### src/hw/rtl/pra_pkg.sv
// Shared types, widths and constants of the PID regulator with integral anti-windup.
`default_nettype none

package pra_pkg;

  // Configuration port.
  localparam int unsigned CfgIdxW  = 3;
  localparam int unsigned CfgDataW = 32;

  // Register indexes on the configuration port.
  localparam logic [CfgIdxW-1:0] CfgGainP    = 3'd0;
  localparam logic [CfgIdxW-1:0] CfgGainI    = 3'd1;
  localparam logic [CfgIdxW-1:0] CfgGainD    = 3'd2;
  localparam logic [CfgIdxW-1:0] CfgMaxInput = 3'd3;
  localparam logic [CfgIdxW-1:0] CfgMaxInteg = 3'd4;
  localparam logic [CfgIdxW-1:0] CfgMaxOut   = 3'd5;
  localparam logic [CfgIdxW-1:0] CfgPeriod   = 3'd6;

  // Field widths.
  localparam int unsigned GainW     = 16;
  localparam int unsigned LimW      = 15;
  localparam int unsigned MaxIntegW = 31;
  localparam int unsigned PeriodW   = 16;
  localparam int unsigned SampleW   = 16;
  localparam int unsigned DriveW    = 16;

  // Internal datapath widths.
  localparam int unsigned ErrW   = 17;  // target minus measurement
  localparam int unsigned DiffW  = 18;  // previous error minus error
  localparam int unsigned IntegW = 32;  // integral in error-milliseconds
  localparam int unsigned AddW   = 34;  // error times period
  localparam int unsigned DerivW = 28;  // derivative in error per second
  localparam int unsigned AccW   = 48;  // controller sum with 8 fraction bits
  localparam int unsigned WideW  = 35;  // integral update before clamping

  // Shared multiplier operands and product.
  localparam int unsigned MulAW = 18;
  localparam int unsigned MulBW = 33;
  localparam int unsigned ProdW = MulAW + MulBW;

  // Shared divider.
  localparam int unsigned DivW        = AccW;
  localparam int unsigned DivisorW    = PeriodW;
  localparam int unsigned DivStepsDef = 2;

  // Milliseconds per second, the scale of the integral and derivative terms.
  localparam logic [DivisorW-1:0] MilliScale = 16'd1000;

  // Reset values of the configuration registers.
  localparam logic [LimW-1:0]      MaxInputRst = 15'h7fff;
  localparam logic [MaxIntegW-1:0] MaxIntegRst = 31'h7fffffff;
  localparam logic [LimW-1:0]      MaxOutRst   = 15'h7fff;
  localparam logic [PeriodW-1:0]   PeriodRst   = 16'd1;

  typedef struct packed {
    logic signed [GainW-1:0] gain_p;
    logic signed [GainW-1:0] gain_i;
    logic signed [GainW-1:0] gain_d;
    logic [LimW-1:0]         max_input;
    logic [MaxIntegW-1:0]    max_integral;
    logic [LimW-1:0]         max_output;
    logic [PeriodW-1:0]      period_ms;
  } cfg_t;

  typedef struct packed {
    logic                   start;
    logic signed [DivW-1:0] dividend;
    logic [DivisorW-1:0]    divisor;
  } div_req_t;

  typedef struct packed {
    logic                   done;
    logic signed [DivW-1:0] quotient;
  } div_rsp_t;

endpackage

`default_nettype wire

### src/hw/rtl/pra_cfg.sv
// Configuration register file of the PID regulator.
`default_nettype none

module pra_cfg (
  input  wire logic                          clk_i,
  input  wire logic                          rst_ni,
  input  wire logic                          cfg_valid_i,
  output logic                               cfg_ready_o,
  input  wire logic [pra_pkg::CfgIdxW-1:0]   cfg_index_i,
  input  wire logic [pra_pkg::CfgDataW-1:0]  cfg_data_i,
  output pra_pkg::cfg_t                      cfg_o
);
  import pra_pkg::*;

  cfg_t cfg_q, cfg_d;

  // Writes are always taken.
  assign cfg_ready_o = 1'b1;

  // Register write decode; indexes past the list are dropped.
  always_comb begin
    cfg_d = cfg_q;
    if (cfg_valid_i) begin
      unique case (cfg_index_i)
        CfgGainP:    cfg_d.gain_p       = $signed(cfg_data_i[GainW-1:0]);
        CfgGainI:    cfg_d.gain_i       = $signed(cfg_data_i[GainW-1:0]);
        CfgGainD:    cfg_d.gain_d       = $signed(cfg_data_i[GainW-1:0]);
        CfgMaxInput: cfg_d.max_input    = cfg_data_i[LimW-1:0];
        CfgMaxInteg: cfg_d.max_integral = cfg_data_i[MaxIntegW-1:0];
        CfgMaxOut:   cfg_d.max_output   = cfg_data_i[LimW-1:0];
        CfgPeriod:   cfg_d.period_ms    = cfg_data_i[PeriodW-1:0];
        default:     cfg_d = cfg_q;
      endcase
    end
  end

  always_ff @(posedge clk_i or negedge rst_ni) begin
    if (!rst_ni) begin
      cfg_q.gain_p       <= '0;
      cfg_q.gain_i       <= '0;
      cfg_q.gain_d       <= '0;
      cfg_q.max_input    <= MaxInputRst;
      cfg_q.max_integral <= MaxIntegRst;
      cfg_q.max_output   <= MaxOutRst;
      cfg_q.period_ms    <= PeriodRst;
    end else begin
      cfg_q <= cfg_d;
    end
  end

  assign cfg_o = cfg_q;

endmodule

`default_nettype wire

### src/hw/rtl/pra_mul.sv
// Shared signed multiplier with a registered product.
`default_nettype none

module pra_mul (
  input  wire logic                              clk_i,
  input  wire logic                              en_i,
  input  wire logic signed [pra_pkg::MulAW-1:0]  a_i,
  input  wire logic signed [pra_pkg::MulBW-1:0]  b_i,
  output logic signed [pra_pkg::ProdW-1:0]       prod_o
);
  import pra_pkg::*;

  logic signed [ProdW-1:0] prod_q, prod_d;

  // Both operands are sign-extended to the product width.
  assign prod_d = a_i * b_i;

  // The product holds until the next operation is issued.
  always_ff @(posedge clk_i) begin
    if (en_i) begin
      prod_q <= prod_d;
    end
  end

  assign prod_o = prod_q;

endmodule

`default_nettype wire

### src/hw/rtl/pra_div.sv
// Shared iterative signed divider, truncating toward zero, with a positive divisor.
`default_nettype none

module pra_div #(
  parameter int unsigned StepsPerCycle = pra_pkg::DivStepsDef
) (
  input  wire logic              clk_i,
  input  wire logic              rst_ni,
  input  wire pra_pkg::div_req_t div_req_i,
  output pra_pkg::div_rsp_t      div_rsp_o
);
  import pra_pkg::*;

  localparam int unsigned Iters = (DivW + StepsPerCycle - 1) / StepsPerCycle;
  localparam int unsigned QuotW = Iters * StepsPerCycle;
  localparam int unsigned CntW  = (Iters > 1) ? $clog2(Iters) : 1;
  localparam logic [CntW-1:0] CntLast = CntW'(Iters - 1);

  logic                   busy_q, fin_q, done_q, neg_q;
  logic [CntW-1:0]        cnt_q;
  logic [QuotW-1:0]       quot_q, quot_n;
  logic [DivisorW-1:0]    rem_q, rem_n;
  logic [DivisorW-1:0]    dvs_q;
  logic signed [DivW-1:0] res_q;
  logic [DivW-1:0]        mag;
  logic [DivisorW:0]      trial;

  // Magnitude of the dividend; the sign is applied again at the end.
  assign mag = div_req_i.dividend[DivW-1] ? DivW'(-div_req_i.dividend)
                                          : DivW'(div_req_i.dividend);

  // Restoring division, StepsPerCycle quotient bits per cycle.
  always_comb begin
    rem_n  = rem_q;
    quot_n = quot_q;
    trial  = '0;
    for (int k = 0; k < StepsPerCycle; k++) begin
      trial  = {rem_n, quot_n[QuotW-1]};
      quot_n = {quot_n[QuotW-2:0], 1'b0};
      if (trial >= {1'b0, dvs_q}) begin
        trial     = trial - {1'b0, dvs_q};
        quot_n[0] = 1'b1;
      end
      rem_n = trial[DivisorW-1:0];
    end
  end

  // Control: load, iterate, fix the sign, then report done for one cycle.
  always_ff @(posedge clk_i or negedge rst_ni) begin
    if (!rst_ni) begin
      busy_q <= 1'b0;
      fin_q  <= 1'b0;
      done_q <= 1'b0;
      cnt_q  <= '0;
    end else begin
      done_q <= fin_q;
      fin_q  <= 1'b0;
      if (div_req_i.start) begin
        busy_q <= 1'b1;
        cnt_q  <= '0;
      end else if (busy_q) begin
        if (cnt_q == CntLast) begin
          busy_q <= 1'b0;
          fin_q  <= 1'b1;
        end else begin
          cnt_q <= cnt_q + 1'b1;
        end
      end
    end
  end

  // Datapath registers.
  always_ff @(posedge clk_i) begin
    if (div_req_i.start) begin
      quot_q <= QuotW'(mag);
      rem_q  <= '0;
      dvs_q  <= div_req_i.divisor;
      neg_q  <= div_req_i.dividend[DivW-1];
    end else if (busy_q) begin
      quot_q <= quot_n;
      rem_q  <= rem_n;
    end
    if (fin_q) begin
      res_q <= neg_q ? -$signed(quot_q[DivW-1:0]) : $signed(quot_q[DivW-1:0]);
    end
  end

  assign div_rsp_o.done     = done_q;
  assign div_rsp_o.quotient = res_q;

  // A new division is never started while one is still running.
  a_no_overlap: assert property (@(posedge clk_i) disable iff (!rst_ni)
    div_req_i.start |-> !busy_q && !fin_q)
    else $error("divider started while busy");

  // The sign fix-up always leads to done in the next cycle.
  a_fin_done: assert property (@(posedge clk_i) disable iff (!rst_ni)
    fin_q |=> done_q)
    else $error("divider result not reported");

  // Done is only reported once the iterations are over.
  a_done_idle: assert property (@(posedge clk_i) disable iff (!rst_ni)
    done_q |-> !busy_q)
    else $error("divider done while still iterating");

endmodule

`default_nettype wire

### src/hw/rtl/pid_regulator_antiwindup_top.sv
// Top level of the PID regulator with integral clamp and anti-windup.
`default_nettype none

// PID regulator: each request carries a target, a measurement and an integral
// clear flag, and yields one saturated drive value with an at-limit flag. The
// input channel stalls from acceptance until the result is offered. The
// shared divider runs twice per request (the derivative divided by the period,
// and the integral term divided by 1000), while a single shared multiplier
// forms the five products. A finished result waits in the output register and
// the next request is accepted meanwhile. Configuration is written through its
// own port, which is always ready; registers must only be written while the
// block is idle.
module pid_regulator_antiwindup_top #(
  parameter int unsigned DivStepsPerCycle = pra_pkg::DivStepsDef
) (
  input  wire logic                          clk_i,
  input  wire logic                          rst_ni,
  // Configuration writes.
  input  wire logic                          cfg_valid_i,
  output logic                               cfg_ready_o,
  input  wire logic [pra_pkg::CfgIdxW-1:0]   cfg_index_i,
  input  wire logic [pra_pkg::CfgDataW-1:0]  cfg_data_i,
  // Input requests.
  input  wire logic                          in_valid_i,
  output logic                               in_stall_o,
  input  wire logic signed [pra_pkg::SampleW-1:0] target_i,
  input  wire logic signed [pra_pkg::SampleW-1:0] measured_i,
  input  wire logic                          clear_integral_i,
  // Results.
  output logic                               out_valid_o,
  input  wire logic                          out_stall_i,
  output logic signed [pra_pkg::DriveW-1:0]  drive_o,
  output logic                               at_limit_o
);
  import pra_pkg::*;

  // Sequencer states.
  localparam logic [3:0] StIdle = 4'd0;
  localparam logic [3:0] StErr  = 4'd1;   // error times period
  localparam logic [3:0] StInt  = 4'd2;   // integral update, difference times 1000
  localparam logic [3:0] StDiv1 = 4'd3;   // derivative division, proportional product
  localparam logic [3:0] StProp = 4'd4;   // integral product
  localparam logic [3:0] StWd1  = 4'd5;   // wait for the derivative
  localparam logic [3:0] StDiv2 = 4'd6;   // integral division, derivative product
  localparam logic [3:0] StDer  = 4'd7;   // add the derivative term
  localparam logic [3:0] StWd2  = 4'd8;   // wait for the integral term
  localparam logic [3:0] StSat  = 4'd9;   // shift and saturate
  localparam logic [3:0] StOut  = 4'd10;  // result out, anti-windup take-back

  localparam logic signed [WideW-1:0] Int32Max = 35'sd2147483647;
  localparam logic signed [WideW-1:0] Int32Min = -35'sd2147483648;

  cfg_t cfg;

  logic [3:0]                state_q, state_d;
  logic signed [ErrW-1:0]    e_q, e_d;
  logic signed [ErrW-1:0]    prev_q, prev_d;
  logic signed [DiffW-1:0]   diff_q, diff_d;
  logic signed [IntegW-1:0]  integ_q, integ_d;
  logic signed [AddW-1:0]    add_q, add_d;
  logic signed [DerivW-1:0]  dval_q, dval_d;
  logic signed [AccW-1:0]    acc_q, acc_d;
  logic signed [DriveW-1:0]  ysat_q, ysat_d;
  logic                      out_valid_q, out_valid_d;
  logic signed [DriveW-1:0]  drive_q, drive_d;
  logic                      at_limit_q, at_limit_d;

  logic [PeriodW-1:0]        period_eff;
  logic                      mul_en;
  logic signed [MulAW-1:0]   mul_a;
  logic signed [MulBW-1:0]   mul_b;
  logic signed [ProdW-1:0]   prod;
  div_req_t                  div_req;
  div_rsp_t                  div_rsp;

  logic signed [ErrW-1:0]    tgt17, meas17, lim_in, tgt_clamped;
  logic signed [WideW-1:0]   integ_sum, integ_lim, take_back;
  logic signed [AccW-9:0]    shifted, lim_out;
  logic signed [ErrW-1:0]    ysat17, lim_out17;
  logic                      limit_hit;
  logic                      out_free;

  pra_cfg u_cfg (
    .clk_i       (clk_i),
    .rst_ni      (rst_ni),
    .cfg_valid_i (cfg_valid_i),
    .cfg_ready_o (cfg_ready_o),
    .cfg_index_i (cfg_index_i),
    .cfg_data_i  (cfg_data_i),
    .cfg_o       (cfg)
  );

  pra_mul u_mul (
    .clk_i  (clk_i),
    .en_i   (mul_en),
    .a_i    (mul_a),
    .b_i    (mul_b),
    .prod_o (prod)
  );

  pra_div #(
    .StepsPerCycle (DivStepsPerCycle)
  ) u_div (
    .clk_i     (clk_i),
    .rst_ni    (rst_ni),
    .div_req_i (div_req),
    .div_rsp_o (div_rsp)
  );

  // A zero period counts as one millisecond.
  assign period_eff = (cfg.period_ms == '0) ? PeriodW'(1) : cfg.period_ms;

  // Target clamp and error, formed as the request is accepted.
  assign tgt17  = ErrW'(target_i);
  assign meas17 = ErrW'(measured_i);
  assign lim_in = $signed({2'b00, cfg.max_input});
  always_comb begin
    if (tgt17 > lim_in) begin
      tgt_clamped = lim_in;
    end else if (tgt17 < -lim_in) begin
      tgt_clamped = -lim_in;
    end else begin
      tgt_clamped = tgt17;
    end
  end

  // Integral plus this step's addition, clamped to the integral limit.
  assign integ_sum = WideW'(integ_q) + WideW'($signed(prod[AddW-1:0]));
  assign integ_lim = $signed({4'b0000, cfg.max_integral});

  // Anti-windup take-back of this step's addition.
  assign take_back = WideW'(integ_q) - WideW'(add_q);

  // Floor shift of the controller sum and the output limit.
  assign shifted   = acc_q[AccW-1:8];
  assign lim_out   = $signed({{(AccW-8-LimW){1'b0}}, cfg.max_output});
  assign ysat17    = ErrW'(ysat_q);
  assign lim_out17 = $signed({2'b00, cfg.max_output});
  assign limit_hit = (ysat17 >= lim_out17) || (ysat17 <= -lim_out17);

  // The output register can take a new result.
  assign out_free = !out_valid_q || !out_stall_i;

  // Operand selection for the shared multiplier and divider.
  always_comb begin
    mul_en           = 1'b0;
    mul_a            = '0;
    mul_b            = '0;
    div_req.start    = 1'b0;
    div_req.dividend = DivW'(prod);
    div_req.divisor  = period_eff;
    unique case (state_q)
      StErr: begin
        mul_en = 1'b1;
        mul_a  = MulAW'(e_q);
        mul_b  = $signed(MulBW'(period_eff));
      end
      StInt: begin
        mul_en = 1'b1;
        mul_a  = diff_q;
        mul_b  = $signed(MulBW'(MilliScale));
      end
      StDiv1: begin
        mul_en        = 1'b1;
        mul_a         = MulAW'(cfg.gain_p);
        mul_b         = MulBW'(e_q);
        div_req.start = 1'b1;
      end
      StProp: begin
        mul_en = 1'b1;
        mul_a  = MulAW'(cfg.gain_i);
        mul_b  = MulBW'(integ_q);
      end
      StDiv2: begin
        mul_en          = 1'b1;
        mul_a           = MulAW'(cfg.gain_d);
        mul_b           = MulBW'(dval_q);
        div_req.start   = 1'b1;
        div_req.divisor = MilliScale;
      end
      default: begin
        mul_en = 1'b0;
      end
    endcase
  end

  // Sequencer and datapath registers.
  always_comb begin
    state_d     = state_q;
    e_d         = e_q;
    prev_d      = prev_q;
    diff_d      = diff_q;
    integ_d     = integ_q;
    add_d       = add_q;
    dval_d      = dval_q;
    acc_d       = acc_q;
    ysat_d      = ysat_q;
    out_valid_d = out_valid_q && out_stall_i;
    drive_d     = drive_q;
    at_limit_d  = at_limit_q;
    unique case (state_q)
      StIdle: begin
        if (in_valid_i) begin
          e_d = ErrW'(tgt_clamped - meas17);
          if (clear_integral_i) begin
            integ_d = '0;
          end
          state_d = StErr;
        end
      end
      StErr: begin
        diff_d  = DiffW'(prev_q) - DiffW'(e_q);
        prev_d  = e_q;
        state_d = StInt;
      end
      StInt: begin
        add_d = prod[AddW-1:0];
        if (integ_sum > integ_lim) begin
          integ_d = IntegW'(integ_lim);
        end else if (integ_sum < -integ_lim) begin
          integ_d = IntegW'(-integ_lim);
        end else begin
          integ_d = IntegW'(integ_sum);
        end
        state_d = StDiv1;
      end
      StDiv1: begin
        state_d = StProp;
      end
      StProp: begin
        acc_d   = AccW'(prod);
        state_d = StWd1;
      end
      StWd1: begin
        if (div_rsp.done) begin
          dval_d  = div_rsp.quotient[DerivW-1:0];
          state_d = StDiv2;
        end
      end
      StDiv2: begin
        state_d = StDer;
      end
      StDer: begin
        acc_d   = acc_q + AccW'(prod);
        state_d = StWd2;
      end
      StWd2: begin
        if (div_rsp.done) begin
          acc_d   = acc_q + div_rsp.quotient;
          state_d = StSat;
        end
      end
      StSat: begin
        if (shifted > lim_out) begin
          ysat_d = DriveW'(lim_out);
        end else if (shifted < -lim_out) begin
          ysat_d = DriveW'(-lim_out);
        end else begin
          ysat_d = DriveW'(shifted);
        end
        state_d = StOut;
      end
      StOut: begin
        if (out_free) begin
          out_valid_d = 1'b1;
          drive_d     = ysat_q;
          at_limit_d  = limit_hit;
          if (limit_hit) begin
            if (take_back > Int32Max) begin
              integ_d = IntegW'(Int32Max);
            end else if (take_back < Int32Min) begin
              integ_d = IntegW'(Int32Min);
            end else begin
              integ_d = IntegW'(take_back);
            end
          end
          state_d = StIdle;
        end
      end
      default: begin
        state_d = StIdle;
      end
    endcase
  end

  // Control state and the controller's own state.
  always_ff @(posedge clk_i or negedge rst_ni) begin
    if (!rst_ni) begin
      state_q     <= StIdle;
      out_valid_q <= 1'b0;
      integ_q     <= '0;
      prev_q      <= '0;
    end else begin
      state_q     <= state_d;
      out_valid_q <= out_valid_d;
      integ_q     <= integ_d;
      prev_q      <= prev_d;
    end
  end

  // Working registers.
  always_ff @(posedge clk_i) begin
    e_q        <= e_d;
    diff_q     <= diff_d;
    add_q      <= add_d;
    dval_q     <= dval_d;
    acc_q      <= acc_d;
    ysat_q     <= ysat_d;
    drive_q    <= drive_d;
    at_limit_q <= at_limit_d;
  end

  assign in_stall_o  = (state_q != StIdle);
  assign out_valid_o = out_valid_q;
  assign drive_o     = drive_q;
  assign at_limit_o  = at_limit_q;

  // An accepted request keeps the input stalled while it is worked on.
  a_busy_after_accept: assert property (@(posedge clk_i) disable iff (!rst_ni)
    (in_valid_i && !in_stall_o) |=> in_stall_o)
    else $error("input not stalled after a request was accepted");

  // A finished result is held back while the output register is still full.
  a_no_overwrite: assert property (@(posedge clk_i) disable iff (!rst_ni)
    (state_q == StOut && out_valid_q && out_stall_i) |=> state_q == StOut)
    else $error("result overwrote a pending output");

  // The saturated drive never reaches the most negative code.
  a_drive_range: assert property (@(posedge clk_i) disable iff (!rst_ni)
    out_valid_o |-> drive_o != 16'sh8000)
    else $error("drive outside the saturation range");

endmodule

`default_nettype wire

### config.mk
export PLATFORM = sky130hd
export DESIGN_NAME = pid_regulator_antiwindup_top
export DESIGN_NICKNAME = d
export VERILOG_FILES = /design/src/hw/rtl/pra_pkg.sv /design/src/hw/rtl/pra_cfg.sv /design/src/hw/rtl/pra_mul.sv /design/src/hw/rtl/pra_div.sv /design/src/hw/rtl/pid_regulator_antiwindup_top.sv
export SDC_FILE = /design/constraint.sdc
export NUM_CORES = 2
export LEC_CHECK = 0
export ABC_AREA = 1
export BUFFER_PORTS_ARGS = -buffer_cell sky130_fd_sc_hd__buf_2
export CAP_MARGIN = 20
export CELL_PAD_IN_SITES_DETAIL_PLACEMENT = 1
export CELL_PAD_IN_SITES_GLOBAL_PLACEMENT = 1
export CORE_MARGIN = 5
export CORE_UTILIZATION = 45
export DETAILED_ROUTE_END_ITERATION = 8
export PLACE_DENSITY_LB_ADDON = 0.1
export SYNTH_ARGS = -nofsm -noshare
export SYNTH_HDL_FRONTEND = slang
export SYNTH_SLANG_ARGS = --single-unit
export TNS_END_PERCENT = 20
### constraint.sdc
create_clock -name clk_i -period 11.29 [get_ports clk_i]
set_input_delay 1.6935 -clock clk_i [delete_from_list [all_inputs] [get_ports clk_i]]
set_output_delay 1.6935 -clock clk_i [all_outputs]
set_load 0.02 [all_outputs]
==> impl_metrics.py <==
metrics = {
    "sta": {
        "hold_viol_final": 0,
        "tightestPinTransition_ns": 1.13,
        "rsz0062_at_grt": "false",
        "setup_viol_count_final": 0,
        "finalSetupTns_ns": 0,
        "timing.final.crit_period_ns": 9.33,
        "relSlewSlack_pct": 24.6,
        "fmax_mhz": 107,
        "post-route-period-util_pct": 82.7,
        "drv_slew": 0,
        "fin_skew_ns": 0.0326,
    },
    "clock_tree": {
        "clock-sinks": 542,
        "cts-resized-gates": 0,
        "cts.htree.levels": 3,
        "cts_tree": "built",
        "post-cts-setup-buffer-count": 0,
        "cts_hold_buf": 0,
        "cts.path.max_buffers": 3,
        "cts.clk_slew.worst_paths_ns": 0.06,
        "cts_buffers": 70,
        "root_buffer": "clkbuf_16",
        "insertion_delay_ns": 0.67,
    },
    "setup_path": {
        "max_stage_delay_ns": 0.59,
        "arrival_ns": 9.82,
        "start_kind": "register",
        "worst-setup-path-type": "register to register",
        "cp_max_fo": 38,
        "worstPathRequired_ns": 11.77,
        "critPathSlowestCell": "nor2_4",
        "cp-end-kind": "register",
        "cpMostUsedCell": "inv_1",
    },
    "detailed_routing": {
        "first_pass_iters": 6,
        "ant_nets": 0,
        "drt_wl_total_um": 221000,
        "viasPerCell": 5.52,
        "wire_per_inst_um": 22.7,
        "vias": 53800,
        "drcViolationCount": 0,
        "drtIter0Drc": 3721,
    },
    "die": {
        "dieArea_sq_um": 142000,
        "start_util_pct": 45.4,
        "die_w_um": 377,
        "core_area_sq_um": 134000,
        "num_io_pins": 93,
        "row_count": 134,
        "die_h_um": 377,
    },
    "layout": {
        "nFillCells": 16600,
        "nNetsFinal": 9009,
        "layout-drive-gt1-share_pct": 5.62,
        "syn_to_final_growth_pct": 8.22,
    },
    "synth": {
        "ys_ff_latch": 542,
        "synth_top_flop_cell": "edfxtp_1",
        "syn-cell-area_sq_um": 60700,
        "synth_warnings": 0,
        "synth.top_cell.area_share_pct": 18.0,
        "synthCells": 7854,
        "avgSynthCellArea_sq_um": 7.73,
        "ys_seq_area_share_pct": 25.1,
        "synth_edf_count": 339,
        "synth_cell_types": 72,
        "async_flop_share_pct": 34.5,
        "synth_largest_area_cell": "fa_1",
        "yosys-top-cells-area": "fa_1, edfxtp_1, nand2_1",
        "syn_nets": 8959,
    },
    "hold_path": {
        "min_path_type": "register to register",
    },
    "place": {
        "dpl.hpwl_um": 177000,
        "port_buffers": 90,
        "gp_congestion": 0.961,
    },
    "grt": {
        "grt_max_degree": 124,
        "grt_pass1_wl_um": 337000,
        "grt_usage_pct": 30.8,
        "antenna_found_initial": 9,
        "overflow": 0,
        "grt_pass1_vias": 57100,
    },
    "status": {
        "status": "finished clean",
    },
    "flow_run": {
        "cap_viol_max_count": 0,
    },
}
[cell usage after synthesis (17+ instances only)]
library cell,instances
a21o_1,33
a21oi_1,404
a221oi_1,21
a31oi_1,44
buf_2,70
clkbuf_1,123
clkinv_1,17
dfrtp_1,125
dfstp_2,62
edfxtp_1,339
fa_1,546
ha_1,486
inv_1,1420
nand2_1,1864
nand3_1,305
nand4_1,49
nor2_1,708
nor3_1,89
nor4_1,52
o211ai_1,20
o21a_1,21
o21ai_0,494
o21ai_1,17
xnor2_1,70
xor2_1,237
[sequential cells by signal, indices dropped and copies added (netlist names), 16 cells and up]
name,flops
dval_q,28
u_div.quot_q,48
acc_q,48
u_div.dvs_q,16
e_q,17
u_div.res_q,48
u_cfg.cfg_o,125
u_mul.prod_o,48
drive_o,16
prev_q,17
integ_q,32
add_q,34
diff_q,18
ysat_q,16
u_div.rem_q,16
[area by class of cell]
cell class                      count  area [sq um]  share of cell area (%)
Multi-Input combinational cell   5643         39100                    59.5
Sequential cell                   542         15300                    23.2
Inverter                         1453          5460                    8.30
Tap cell                         1768          2210                    3.37
Clock buffer                      102          2010                    3.05
Timing Repair Buffer              194          1380                    2.10
Clock inverter                     24           269                   0.409
Antenna cell                       10          25.0                  0.0381
[worst max-delay path: cells and delay by family (launching register included)]
kind | cells | cell delay [ns]
AOI/OAI and AO/OA | 2 | 0.41
xor gates and xnor gates | 1 | 0.20
adders and majority gates | 7 | 3.45
buffers and inverters | 10 | 2.11
DFF | 1 | 0.43
and+or+nand+nor | 13 | 2.47
[metrics by stage]
step                      util, %  area [sq um]  worst slack (ns)  std cells  hold slack [ns]
after global routing         49.1         65700              1.46       9729            0.442
final                        49.1         65700              1.96       9736            0.438
after floorplan                 -         60700              4.06       7854            0.426
after detailed placement     47.3         63300              2.13       9593            0.440
after global placement       47.3         63200              2.30       9592            0.430
after CTS                    49.0         65500              2.07       9719            0.431
[cell usage in the layout, fill, tap and decap left out, drive strengths merged, types with 62 or more instances in the layout]
cell type | netlist | routed
edfxtp | 339 | 339
clkbuf | 123 | 103
o21ai | 514 | 514
buf | 93 | 193
xnor2 | 70 | 70
ha | 486 | 486
fa | 546 | 546
dfstp | 62 | 62
nor3 | 101 | 101
a21oi | 409 | 409
dfrtp | 125 | 125
xor2 | 238 | 238
nor2 | 720 | 720
nand3 | 308 | 308
nand2 | 1874 | 1874
inv | 1436 | 1438
[final timing paths]
kind | from | cells past startpoint | to | slack (ns)
max | state_q[3]$_DFFE_PN0P_ | 33 | u_mul.prod_o[46]$_DFFE_PP_ | 1.96
min | u_div.res_q[16]$_DFFE_PP_ | 0 | dval_q[16]$_DFFE_PP_ | 0.44
max reg2reg | state_q[3]$_DFFE_PN0P_ | 33 | u_mul.prod_o[46]$_DFFE_PP_ | 1.96
min reg2reg | u_div.res_q[16]$_DFFE_PP_ | 0 | dval_q[16]$_DFFE_PP_ | 0.44
max in group asynchronous | rst_ni | 3 | u_div.fin_q$_DFF_PN0_ | 8.51
min in group asynchronous | rst_ni | 1 | u_cfg.cfg_o[102]$_DFFE_PN0P_ | 0.96
[routing by layer]
metal | GRT usage [%] | up-vias | routed length (um) | share of wire, %
met5 | 0 | - | 13 | 0.0059
met4 | 9.05 | 2 | 7740 | 3.5
met3 | 3.92 | 333 | 13200 | 6.0
li1 | - | 25000 | - | -
met2 | 52.6 | 1335 | 104000 | 47
met1 | 41.2 | 27100 | 95600 | 43
[logic make-up after synthesis]
| logic type | count (synthesis) | synth area share, % |
|---|---|---|
| AO/OA/AOI/OAI | 1153 | 10.6 |
| adder cells (fa/ha/maj) | 1032 | 28.0 |
| buffers and inverters | 1669 | 10.6 |
| other | 1 | 0.00617 |
| AND/OR/NAND/NOR | 3147 | 21.2 |
| XOR/XNOR | 309 | 4.49 |
| multiplexers | 1 | 0.0185 |
| flip-flops | 542 | 25.1 |
Power is left out: the tool's default activity adds up to more than one toggle a clock period on the data nets, which glitch-free logic cannot reach.
